==> src/sjfq_pkg.sv <==
// ----------------------------------------------------------------------------
// SJF ready queue package
// Field widths, codes and shared types of the shortest-job-first ready queue.
// ----------------------------------------------------------------------------
package sjfq_pkg;

  // Payload field widths
  localparam int TID_W      = 6;
  localparam int BURST_W    = 16;
  localparam int KEY_W      = 16;
  localparam int STATUS_W   = 2;

  // Burst estimate: 16 integer bits and 8 fraction bits
  localparam int EST_FRAC_W = 8;
  localparam int EST_W      = BURST_W + EST_FRAC_W;

  // Alpha weight in units of 1/256
  localparam int ALPHA_W    = 9;
  localparam logic [ALPHA_W-1:0] ALPHA_ONE = ALPHA_W'(256);

  // Multiply-accumulate width
  localparam int ACC_W      = ALPHA_W + EST_W;

  // Configuration port
  localparam int CFG_IDX_W  = 4;
  localparam int CFG_DATA_W = ALPHA_W;
  localparam logic [CFG_IDX_W-1:0] CFG_SJF_MODE = CFG_IDX_W'(0);
  localparam logic [CFG_IDX_W-1:0] CFG_ALPHA    = CFG_IDX_W'(1);
  localparam logic [ALPHA_W-1:0]   ALPHA_RESET  = ALPHA_W'(128);

  // Default queue depth
  localparam int THREAD_COUNT_DEF = 64;

  // Operation codes
  localparam logic OP_ENQ = 1'b0;
  localparam logic OP_DEQ = 1'b1;

  typedef enum logic [STATUS_W-1:0] {
    ST_ENQ   = 2'd0,
    ST_DEQ   = 2'd1,
    ST_EMPTY = 2'd2,
    ST_FULL  = 2'd3
  } status_e;

  // Command to the multiply-accumulate unit
  typedef struct packed {
    logic en;
    logic clr;
  } mac_cmd_t;

endpackage

==> src/sjfq_ram.sv <==
// ----------------------------------------------------------------------------
// SJF queue generic RAM
// Single write port, single read port, registered read data.
// ----------------------------------------------------------------------------
module sjfq_ram #(
  parameter int WIDTH = 8,
  parameter int DEPTH = 64
) (
  input  logic                     clk_i,
  input  logic                     we_i,
  input  logic [$clog2(DEPTH)-1:0] waddr_i,
  input  logic [WIDTH-1:0]         wdata_i,
  input  logic [$clog2(DEPTH)-1:0] raddr_i,
  output logic [WIDTH-1:0]         rdata_o
);

  logic [WIDTH-1:0] mem [DEPTH];
  logic [WIDTH-1:0] rdata_q;

  always_ff @(posedge clk_i) begin
    if (we_i) begin
      mem[waddr_i] <= wdata_i;
    end
    rdata_q <= mem[raddr_i];
  end

  assign rdata_o = rdata_q;

endmodule

==> src/sjfq_mac.sv <==
// ----------------------------------------------------------------------------
// SJF queue multiply-accumulate unit
// One 9x24 multiplier feeding a registered accumulator, reused for both
// terms of the exponential burst average.
// ----------------------------------------------------------------------------
module sjfq_mac import sjfq_pkg::*; (
  input  logic               clk_i,
  input  mac_cmd_t           cmd_i,
  input  logic [ALPHA_W-1:0] op_a_i,
  input  logic [EST_W-1:0]   op_b_i,
  output logic [ACC_W-1:0]   acc_o
);

  logic [ACC_W-1:0] prod;
  logic [ACC_W-1:0] acc_d;
  logic [ACC_W-1:0] acc_q;

  assign prod  = op_a_i * op_b_i;
  assign acc_d = (cmd_i.clr ? '0 : acc_q) + prod;

  always_ff @(posedge clk_i) begin
    if (cmd_i.en) begin
      acc_q <= acc_d;
    end
  end

  assign acc_o = acc_q;

endmodule

==> src/sjf_ready_queue.sv <==
// One item at a time; in a sorted enqueue, the scan and the shift share the queue
// RAM's single read port, and the thread id is first reduced modulo THREAD_COUNT.
// The next item is taken while the last result waits; a stalled result holds the FSM.
// Reset empties the queue and marks every burst estimate as zero at once.
// ----------------------------------------------------------------------------
// SJF ready queue
// Ready queue of thread ids, FIFO or sorted by exponentially averaged burst.
// ----------------------------------------------------------------------------
module sjf_ready_queue import sjfq_pkg::*; #(
  parameter int THREAD_COUNT = THREAD_COUNT_DEF
) (
  input  logic                  clk_i,
  input  logic                  rst_ni,
  // configuration write channel
  input  logic                  cfg_valid_i,
  output logic                  cfg_ready_o,
  input  logic [CFG_IDX_W-1:0]  cfg_index_i,
  input  logic [CFG_DATA_W-1:0] cfg_data_i,
  // input channel
  input  logic                  in_valid_i,
  output logic                  in_stall_o,
  input  logic                  op_i,
  input  logic [TID_W-1:0]      thread_id_i,
  input  logic [BURST_W-1:0]    last_burst_i,
  // output channel
  output logic                  out_valid_o,
  input  logic                  out_stall_i,
  output logic [STATUS_W-1:0]   status_o,
  output logic [TID_W-1:0]      out_thread_o,
  output logic [KEY_W-1:0]      out_key_o
);

  localparam int IDX_W = $clog2(THREAD_COUNT);
  localparam int CNT_W = $clog2(THREAD_COUNT + 1);
  localparam int PW    = IDX_W + 1;
  localparam int MW    = (TID_W > CNT_W) ? TID_W : CNT_W;
  localparam int ENT_W = TID_W + KEY_W;

  typedef enum logic [12:0] {
    S_IDLE     = 13'b0000000000001,
    S_MOD      = 13'b0000000000010,
    S_MUL1     = 13'b0000000000100,
    S_MUL2     = 13'b0000000001000,
    S_EST_WR   = 13'b0000000010000,
    S_SCAN_RD  = 13'b0000000100000,
    S_SCAN_CMP = 13'b0000001000000,
    S_SHIFT_RD = 13'b0000010000000,
    S_SHIFT_WR = 13'b0000100000000,
    S_INSERT   = 13'b0001000000000,
    S_DEQ_RD   = 13'b0010000000000,
    S_DEQ_DONE = 13'b0100000000000,
    S_RESULT   = 13'b1000000000000
  } state_e;

  state_e               state_q, state_d;
  logic [CNT_W-1:0]     occ_q, occ_d;
  logic [IDX_W-1:0]     head_q, head_d;
  logic [CNT_W-1:0]     cnt_q, cnt_d;
  logic [CNT_W-1:0]     pos_q, pos_d;
  logic [TID_W-1:0]     idx_q, idx_d;
  logic [TID_W-1:0]     tid_q, tid_d;
  logic [BURST_W-1:0]   burst_q, burst_d;
  logic [KEY_W-1:0]     key_q, key_d;
  status_e              res_status_q, res_status_d;
  logic [TID_W-1:0]     res_thread_q, res_thread_d;
  logic [KEY_W-1:0]     res_key_q, res_key_d;

  logic                 out_valid_q, out_valid_d;
  status_e              out_status_q;
  logic [TID_W-1:0]     out_thread_q;
  logic [KEY_W-1:0]     out_key_q;
  logic                 out_load;

  logic                 sjf_mode_q;
  logic [ALPHA_W-1:0]   alpha_q;
  logic [THREAD_COUNT-1:0] est_vld_q;

  // queue RAM
  logic                 q_we;
  logic [IDX_W-1:0]     q_waddr, q_raddr;
  logic [ENT_W-1:0]     q_wdata, q_rdata;
  logic [KEY_W-1:0]     q_rkey;
  logic [TID_W-1:0]     q_rthread;
  logic [CNT_W-1:0]     rd_off, wr_off;
  logic [PW-1:0]        rd_sum, wr_sum;

  // estimate RAM
  logic                 e_we;
  logic [IDX_W-1:0]     e_addr;
  logic [EST_W-1:0]     e_rdata, e_old, e_new;

  // multiply-accumulate
  mac_cmd_t             mac_cmd;
  logic [ALPHA_W-1:0]   a_eff, mac_a;
  logic [EST_W-1:0]     mac_b;
  logic [ACC_W-1:0]     mac_acc;

  logic                 in_accept;
  logic                 q_full;
  logic [PW-1:0]        head_inc;

  assign cfg_ready_o = 1'b1;
  assign in_stall_o  = (state_q != S_IDLE);
  assign in_accept   = in_valid_i && (state_q == S_IDLE);
  assign q_full      = (occ_q == CNT_W'(THREAD_COUNT));

  // ---------------------------------------------------------------------------
  // Circular addressing of the queue RAM
  // ---------------------------------------------------------------------------
  always_comb begin
    rd_off = cnt_q;
    wr_off = pos_q;
    unique case (state_q)
      S_SHIFT_RD: rd_off = cnt_q - CNT_W'(1);
      S_DEQ_RD:   rd_off = '0;
      default:    rd_off = cnt_q;
    endcase
    if (state_q == S_SHIFT_WR) begin
      wr_off = cnt_q;
    end
  end

  assign rd_sum  = PW'(head_q) + PW'(rd_off);
  assign wr_sum  = PW'(head_q) + PW'(wr_off);
  assign q_raddr = (rd_sum >= PW'(THREAD_COUNT)) ? IDX_W'(rd_sum - PW'(THREAD_COUNT))
                                                 : IDX_W'(rd_sum);
  assign q_waddr = (wr_sum >= PW'(THREAD_COUNT)) ? IDX_W'(wr_sum - PW'(THREAD_COUNT))
                                                 : IDX_W'(wr_sum);
  assign head_inc = PW'(head_q) + PW'(1);

  assign q_we      = (state_q == S_SHIFT_WR) || (state_q == S_INSERT);
  assign q_wdata   = (state_q == S_INSERT) ? {tid_q, key_q} : q_rdata;
  assign q_rthread = q_rdata[ENT_W-1:KEY_W];
  assign q_rkey    = q_rdata[KEY_W-1:0];

  sjfq_ram #(
    .WIDTH (ENT_W),
    .DEPTH (THREAD_COUNT)
  ) u_queue_ram (
    .clk_i   (clk_i),
    .we_i    (q_we),
    .waddr_i (q_waddr),
    .wdata_i (q_wdata),
    .raddr_i (q_raddr),
    .rdata_o (q_rdata)
  );

  // ---------------------------------------------------------------------------
  // Burst estimate table and its update
  // ---------------------------------------------------------------------------
  assign e_addr = IDX_W'(idx_q);
  assign e_we   = (state_q == S_EST_WR);
  assign e_new  = mac_acc[EST_FRAC_W+EST_W-1:EST_FRAC_W];
  // never-written entries read as zero
  assign e_old  = est_vld_q[e_addr] ? e_rdata : '0;

  sjfq_ram #(
    .WIDTH (EST_W),
    .DEPTH (THREAD_COUNT)
  ) u_est_ram (
    .clk_i   (clk_i),
    .we_i    (e_we),
    .waddr_i (e_addr),
    .wdata_i (e_new),
    .raddr_i (e_addr),
    .rdata_o (e_rdata)
  );

  assign a_eff       = (alpha_q > ALPHA_ONE) ? ALPHA_ONE : alpha_q;
  assign mac_cmd.en  = (state_q == S_MUL1) || (state_q == S_MUL2);
  assign mac_cmd.clr = (state_q == S_MUL1);
  assign mac_a       = (state_q == S_MUL1) ? a_eff : (ALPHA_ONE - a_eff);
  assign mac_b       = (state_q == S_MUL1) ? {burst_q, {EST_FRAC_W{1'b0}}} : e_old;

  sjfq_mac u_mac (
    .clk_i  (clk_i),
    .cmd_i  (mac_cmd),
    .op_a_i (mac_a),
    .op_b_i (mac_b),
    .acc_o  (mac_acc)
  );

  // ---------------------------------------------------------------------------
  // Sequencer
  // ---------------------------------------------------------------------------
  always_comb begin
    state_d      = state_q;
    occ_d        = occ_q;
    head_d       = head_q;
    cnt_d        = cnt_q;
    pos_d        = pos_q;
    idx_d        = idx_q;
    tid_d        = tid_q;
    burst_d      = burst_q;
    key_d        = key_q;
    res_status_d = res_status_q;
    res_thread_d = res_thread_q;
    res_key_d    = res_key_q;

    unique case (state_q)
      S_IDLE: begin
        if (in_accept) begin
          tid_d   = thread_id_i;
          burst_d = last_burst_i;
          idx_d   = thread_id_i;
          if (op_i == OP_DEQ) begin
            if (occ_q == '0) begin
              res_status_d = ST_EMPTY;
              res_thread_d = '0;
              res_key_d    = '0;
              state_d      = S_RESULT;
            end else begin
              state_d = S_DEQ_RD;
            end
          end else if (q_full) begin
            res_status_d = ST_FULL;
            res_thread_d = thread_id_i;
            res_key_d    = '0;
            state_d      = S_RESULT;
          end else if (sjf_mode_q) begin
            state_d = S_MOD;
          end else begin
            // append with key zero
            pos_d   = occ_q;
            key_d   = '0;
            state_d = S_INSERT;
          end
        end
      end
      S_MOD: begin
        // reduce the thread id modulo the table depth
        if (MW'(idx_q) >= MW'(THREAD_COUNT)) begin
          idx_d = idx_q - TID_W'(THREAD_COUNT);
        end else begin
          state_d = S_MUL1;
        end
      end
      S_MUL1: begin
        state_d = S_MUL2;
      end
      S_MUL2: begin
        state_d = S_EST_WR;
      end
      S_EST_WR: begin
        key_d   = mac_acc[EST_FRAC_W+EST_W-1:2*EST_FRAC_W];
        cnt_d   = '0;
        state_d = S_SCAN_RD;
      end
      S_SCAN_RD: begin
        if (cnt_q == occ_q) begin
          pos_d   = occ_q;
          cnt_d   = occ_q;
          state_d = S_SHIFT_RD;
        end else begin
          state_d = S_SCAN_CMP;
        end
      end
      S_SCAN_CMP: begin
        // stop at the first entry with a larger key
        if (q_rkey > key_q) begin
          pos_d   = cnt_q;
          cnt_d   = occ_q;
          state_d = S_SHIFT_RD;
        end else begin
          cnt_d   = cnt_q + CNT_W'(1);
          state_d = S_SCAN_RD;
        end
      end
      S_SHIFT_RD: begin
        if (cnt_q == pos_q) begin
          state_d = S_INSERT;
        end else begin
          state_d = S_SHIFT_WR;
        end
      end
      S_SHIFT_WR: begin
        cnt_d   = cnt_q - CNT_W'(1);
        state_d = S_SHIFT_RD;
      end
      S_INSERT: begin
        occ_d        = occ_q + CNT_W'(1);
        res_status_d = ST_ENQ;
        res_thread_d = tid_q;
        res_key_d    = key_q;
        state_d      = S_RESULT;
      end
      S_DEQ_RD: begin
        state_d = S_DEQ_DONE;
      end
      S_DEQ_DONE: begin
        res_status_d = ST_DEQ;
        res_thread_d = q_rthread;
        res_key_d    = q_rkey;
        occ_d        = occ_q - CNT_W'(1);
        head_d       = (head_inc == PW'(THREAD_COUNT)) ? '0 : IDX_W'(head_inc);
        state_d      = S_RESULT;
      end
      S_RESULT: begin
        if (out_load) begin
          state_d = S_IDLE;
        end
      end
      default: begin
        state_d = S_IDLE;
      end
    endcase
  end

  // ---------------------------------------------------------------------------
  // Output register
  // ---------------------------------------------------------------------------
  assign out_load    = (state_q == S_RESULT) && (!out_valid_q || !out_stall_i);
  assign out_valid_d = out_load || (out_valid_q && out_stall_i);

  assign out_valid_o  = out_valid_q;
  assign status_o     = out_status_q;
  assign out_thread_o = out_thread_q;
  assign out_key_o    = out_key_q;

  // ---------------------------------------------------------------------------
  // Registers
  // ---------------------------------------------------------------------------
  always_ff @(posedge clk_i or negedge rst_ni) begin
    if (!rst_ni) begin
      state_q     <= S_IDLE;
      occ_q       <= '0;
      head_q      <= '0;
      out_valid_q <= 1'b0;
      est_vld_q   <= '0;
      sjf_mode_q  <= 1'b0;
      alpha_q     <= ALPHA_RESET;
    end else begin
      state_q     <= state_d;
      occ_q       <= occ_d;
      head_q      <= head_d;
      out_valid_q <= out_valid_d;
      if (e_we) begin
        est_vld_q[e_addr] <= 1'b1;
      end
      if (cfg_valid_i) begin
        unique case (cfg_index_i)
          CFG_SJF_MODE: sjf_mode_q <= cfg_data_i[0];
          CFG_ALPHA:    alpha_q    <= cfg_data_i;
          default:      ;
        endcase
      end
    end
  end

  always_ff @(posedge clk_i) begin
    cnt_q        <= cnt_d;
    pos_q        <= pos_d;
    idx_q        <= idx_d;
    tid_q        <= tid_d;
    burst_q      <= burst_d;
    key_q        <= key_d;
    res_status_q <= res_status_d;
    res_thread_q <= res_thread_d;
    res_key_q    <= res_key_d;
    if (out_load) begin
      out_status_q <= res_status_q;
      out_thread_q <= res_thread_q;
      out_key_q    <= res_key_q;
    end
  end

  // ---------------------------------------------------------------------------
  // Assertions
  // ---------------------------------------------------------------------------
  a_state_onehot: assert property (@(posedge clk_i) disable iff (!rst_ni)
    $onehot(state_q))
    else $error("sequencer state is not one-hot");

  a_occ_bound: assert property (@(posedge clk_i) disable iff (!rst_ni)
    occ_q <= CNT_W'(THREAD_COUNT))
    else $error("occupancy above queue depth");

  a_insert_not_full: assert property (@(posedge clk_i) disable iff (!rst_ni)
    (state_q == S_INSERT) |-> !q_full)
    else $error("insert into a full queue");

  a_deq_shrinks: assert property (@(posedge clk_i) disable iff (!rst_ni)
    (state_q == S_DEQ_DONE) |=> (occ_q == $past(occ_q - CNT_W'(1))))
    else $error("dequeue did not remove one entry");

  a_result_kept: assert property (@(posedge clk_i) disable iff (!rst_ni)
    (out_valid_q && out_stall_i && state_q == S_RESULT) |=> (state_q == S_RESULT))
    else $error("result dropped while output stalled");

endmodule

==> config.mk <==
export PLATFORM = sky130hd
export DESIGN_NAME = sjf_ready_queue
export DESIGN_NICKNAME = d
export VERILOG_FILES = /design/src/sjfq_pkg.sv /design/src/sjfq_ram.sv /design/src/sjfq_mac.sv /design/src/sjf_ready_queue.sv
export SDC_FILE = /design/constraint.sdc
export NUM_CORES = 2
export LEC_CHECK = 0
export ABC_AREA = 1
export BUFFER_PORTS_ARGS = -buffer_cell sky130_fd_sc_hd__buf_4
export CAP_MARGIN = 20
export CORE_MARGIN = 3
export CORE_UTILIZATION = 60
export CTS_BUF_LIST = sky130_fd_sc_hd__clkbuf_4
export DETAILED_ROUTE_END_ITERATION = 16
export GPL_ROUTABILITY_DRIVEN = 1
export PLACE_DENSITY = 0.76
export SYNTH_ARGS = -nofsm -noshare
export SYNTH_HDL_FRONTEND = slang
export SYNTH_SLANG_ARGS = --single-unit
==> constraint.sdc <==
create_clock -name clk_i -period 8 [get_ports clk_i]
set_clock_uncertainty 0.05 [all_clocks]
set_input_delay 0 -clock clk_i [delete_from_list [all_inputs] [get_ports clk_i]]
set_output_delay 0 -clock clk_i [all_outputs]
set_load 0.005 [all_outputs]
==> out/qor.tcl <==
set qor(overall_power_mw) 47.0
set qor(finalSetupViolCount) 0
set qor(max-cap-violations) 0
set qor(grtUsageTotal) 0.333
set qor(yosys.area.top_type) {edfxtp_1}
set qor(first_global_vias) 86800
set qor(synth_warnings) 0
set qor(synth_sequential_area_ratio) 0.726
set qor(post_synth_inst_count) 9465
set qor(initialDrtViolationCount) 12200
set qor(clock_power_share) 0.286
set qor(grt_first_pass_wirelength_um) 552000
set qor(clk_pin_slew_worst_paths_ns) 0.08
set qor(synthesis.area_um2) 132000
set qor(period_minus_slack_ns) 7.50
set qor(netlist_top_cells_count) {3076 x edfxtp_1, 1497 x nand2_1, 762 x nor2_1}
set qor(synth_largest_type_area_fraction) 0.700
set qor(worst_setup_path_end_kind) {flop}
set qor(die_height_um) 475
set qor(effective_utilization_at_floorplan) 0.606
set qor(drcViolationCount) 0
set qor(async_reset_ff_frac) 0.0313
set qor(cp_data_arrival_time_ns) 8.64
set qor(grt_start_max_net_pins) 164
set qor(design.die.area_um2) 226000
set qor(slew_headroom) 0.185
set qor(htree_num_levels) 6
set qor(cpLargestDelayFamily) {adder cells}
set qor(run_status) {completed}
set qor(critical_path.max_stage_delay_ns) 0.57
set qor(cts_tree) {done}
set qor(grt_overflow_total) 0
set qor(synth_edf_count) 3076
set qor(io_port_bufs) 66
set qor(synth.net_count) 9783
set qor(power.share.combinational) 0.289
set qor(synth.distinct_cells) 64
set qor(detail_route.first_pass.iterations) 6
set qor(period_share) 0.937
set qor(internal-power_mw) 30.5
set qor(rsz0062_at_grt) {no}
set qor(core_area_um2) 218000
set qor(timing.final.max_slew_violations) 0
set qor(io-pin-count) 68
set qor(place.gp.congestion) 0.902
set qor(dp_hpwl_um) 208000
set qor(drt-total-wl_um) 376000
set qor(sequentialPowerShare) 0.425
set qor(final_antenna_net_count) 0
set qor(worst-path-max-fanout) 36
set qor(final_layout_size_suffix_gt1_frac) 0.170
set qor(dr_vias_cell) 6.37
set qor(post_synthesis_average_cell_area_um2) 13.9
set qor(wl_per_cell_um) 27.7
set qor(chipWidth_um) 475
set qor(post-synth-top-count-cell) {edfxtp_1}
set qor(num_vias) 86700
set qor(final_nets) 10500
set qor(worst_path_class_setup) {reg2reg}
set qor(worstMarginPinSlew_ns) 1.22
set qor(rows) 171
set qor(swShare) 0.351
set qor(maxClockFrequency_ghz) 0.133
set qor(irDropWorstVdd_v) 0.000232
set qor(cellLeakagePower_nw) 54.5
set qor(min_path_type) {reg2reg}
set qor(max-clock-path-buffers) 4
set qor(cts_made_buffers) 777
set qor(required_time_of_the_worst_setup_path_ns) 9.14
set qor(synth_seq_cells) 3223
set qor(fin_util) 0.680
set qor(p_sw_mw) 16.5
set qor(timing.critical_path.mode_cell) {nand2_1}
set qor(worstPathBufferInverterCount) 5
set qor(worst_path_max_delay_cell) {fa_1}
set qor(synthToLayoutAreaGrowth_pct) 12.2
set qor(hold_slack_ns) 0.338
set qor(post_synth_main_area_contributors) {edfxtp_1 70%, nand2_1 4.3%, fa_1 2.8%, mux2i_1 2.7%, o221ai_1 2.3%}
set qor(setup_tns_ns) 0
set qor(worst_skew_pair.late_latency_ns) 1.48
set qor(placedInstanceArea_um2) 137000
set qor(fin_area_um2) 148000
set qor(antenna_found_initial) 23
set qor(cellPowerDensity_nw_per_um2) 318
set qor(ys_dominant_reg_cell) {edfxtp_1}
set qor(timing.final.hold_violations) 0
set qor(root_buffer_cell) {clkbuf_4}
set qor(cts_sinks) 3223
set qor(start_kind) {flop}
-- worst reg2reg max path: cells and delay by family, from the launching register on --
family	cells	cell delay, ns
adder cells (fa/ha/maj)	6	2.84
AO/OA/AOI/OAI	4	1.13
buffers and inverters	5	0.93
AND/OR/NAND/NOR	18	1.87
flip-flops	1	0.41
-- final timing paths --
kind | from | end | slack [ns] | depth (start not counted)
max reg2reg | tid_q[0] | u_mac.acc_o[23] | 0.50 | 33
max | tid_q[0] | u_mac.acc_o[23] | 0.50 | 33
min | res_key_q[1] | out_key_o[1] | 0.34 | 0
min in group asynchronous | rst_ni | state_q[11] | 0.75 | 6
max in group asynchronous | rst_ni | est_vld_q[35] | 6.02 | 7
min reg2reg | res_key_q[1] | out_key_o[1] | 0.34 | 0
-- state kept, by name, indices dropped and copies added (netlist names), 13 cells and up --
register and cells:
res_key_q 16, est_vld_q 64, out_key_o 16, burst_q 16, u_est_ram.rdata_o 24, key_q 16, u_mac.acc_o 32, state_q 13
u_est_ram.mem 1536, u_queue_ram.mem 1408, u_queue_ram.rdata_o 22
-- what timing repair did --
action,in CTS,in global routing
hold endpoints to repair,239,0
hold buffers,122,0
setup endpoints to repair,0,4
setup buffers,0,2
resized for setup,0,3
-- cells in the final DEF, fill, tap and decap left out, types with 17 or more instances in the layout --
cell / count
a21oi_1: 149
a221oi_1: 150
a22o_1: 46
a22oi_1: 172
buf_12: 17
buf_4: 311
clkbuf_4: 1154
clkinv_1: 143
dfrtp_1: 99
dfxtp_1: 46
diode_2: 17
dlygate4sd3_1: 121
edfxtp_1: 3076
fa_1: 183
ha_1: 92
inv_1: 546
inv_2: 34
mux2i_1: 352
nand2_1: 1493
nand3_1: 355
nand4_1: 170
nor2_1: 626
nor2_2: 107
nor2_4: 37
nor3_1: 17
o21ai_0: 543
o21ai_4: 26
o221ai_1: 354
or2_2: 38
xnor2_1: 17
xor2_1: 48
-- area by class of cell --
class | count | area [um2]
Inverter | 582 | 2210
Clock buffer | 1153 | 8660
Multi-Input combinational cell | 5151 | 32700
Sequential cell | 3223 | 95800
Timing Repair Buffer | 453 | 3950
Tap cell | 2854 | 3570
Clock inverter | 183 | 1150
Antenna cell | 17 | 42.5
Fill cell | 14700 | 69700
-- metrics by stage --
stage / setup slack, ns / cells
after floorplan: 1.34 / 9465
after CTS: 0.418 / 13600
after global routing: 0.0339 / 13600
final: 0.503 / 13600
after detailed placement: 0.449 / 12100
after global placement: 0.627 / 12100
-- logic make-up (layout without fill, tap and decap cells) --
group	Yosys count	after routing	share of synthesized area
simple gates	2889	2889	0.0910
other cells	1	18	0.0000284
xor+xnor	71	71	0.00497
flops	3223	3223	0.726
compound gates	1555	1555	0.0810
mux	358	358	0.0272
fa+ha+maj	277	277	0.0367
buf+inv	1091	2371	0.0328
-- power groups by stage --
stage	clock network [mW]	registers [mW]	logic [mW]
2_1_floorplan	0	20.4	8.09
3_3_place_gp	0	20.3	12.9
3_5_place_dp	0	20.3	13.2
4_1_cts	13.6	20.0	13.3
5_1_grt	14.5	20.0	14.4
6_report	13.4	20.0	13.6
-- metal layers --
metal,GRT usage,share of wire
met1,0.428,0.35
met2,0.527,0.47
met4,0.186,0.059
met3,0.0807,0.12
met5,0,0.00031
No activity file was read; power rests on OpenSTA's default activity.
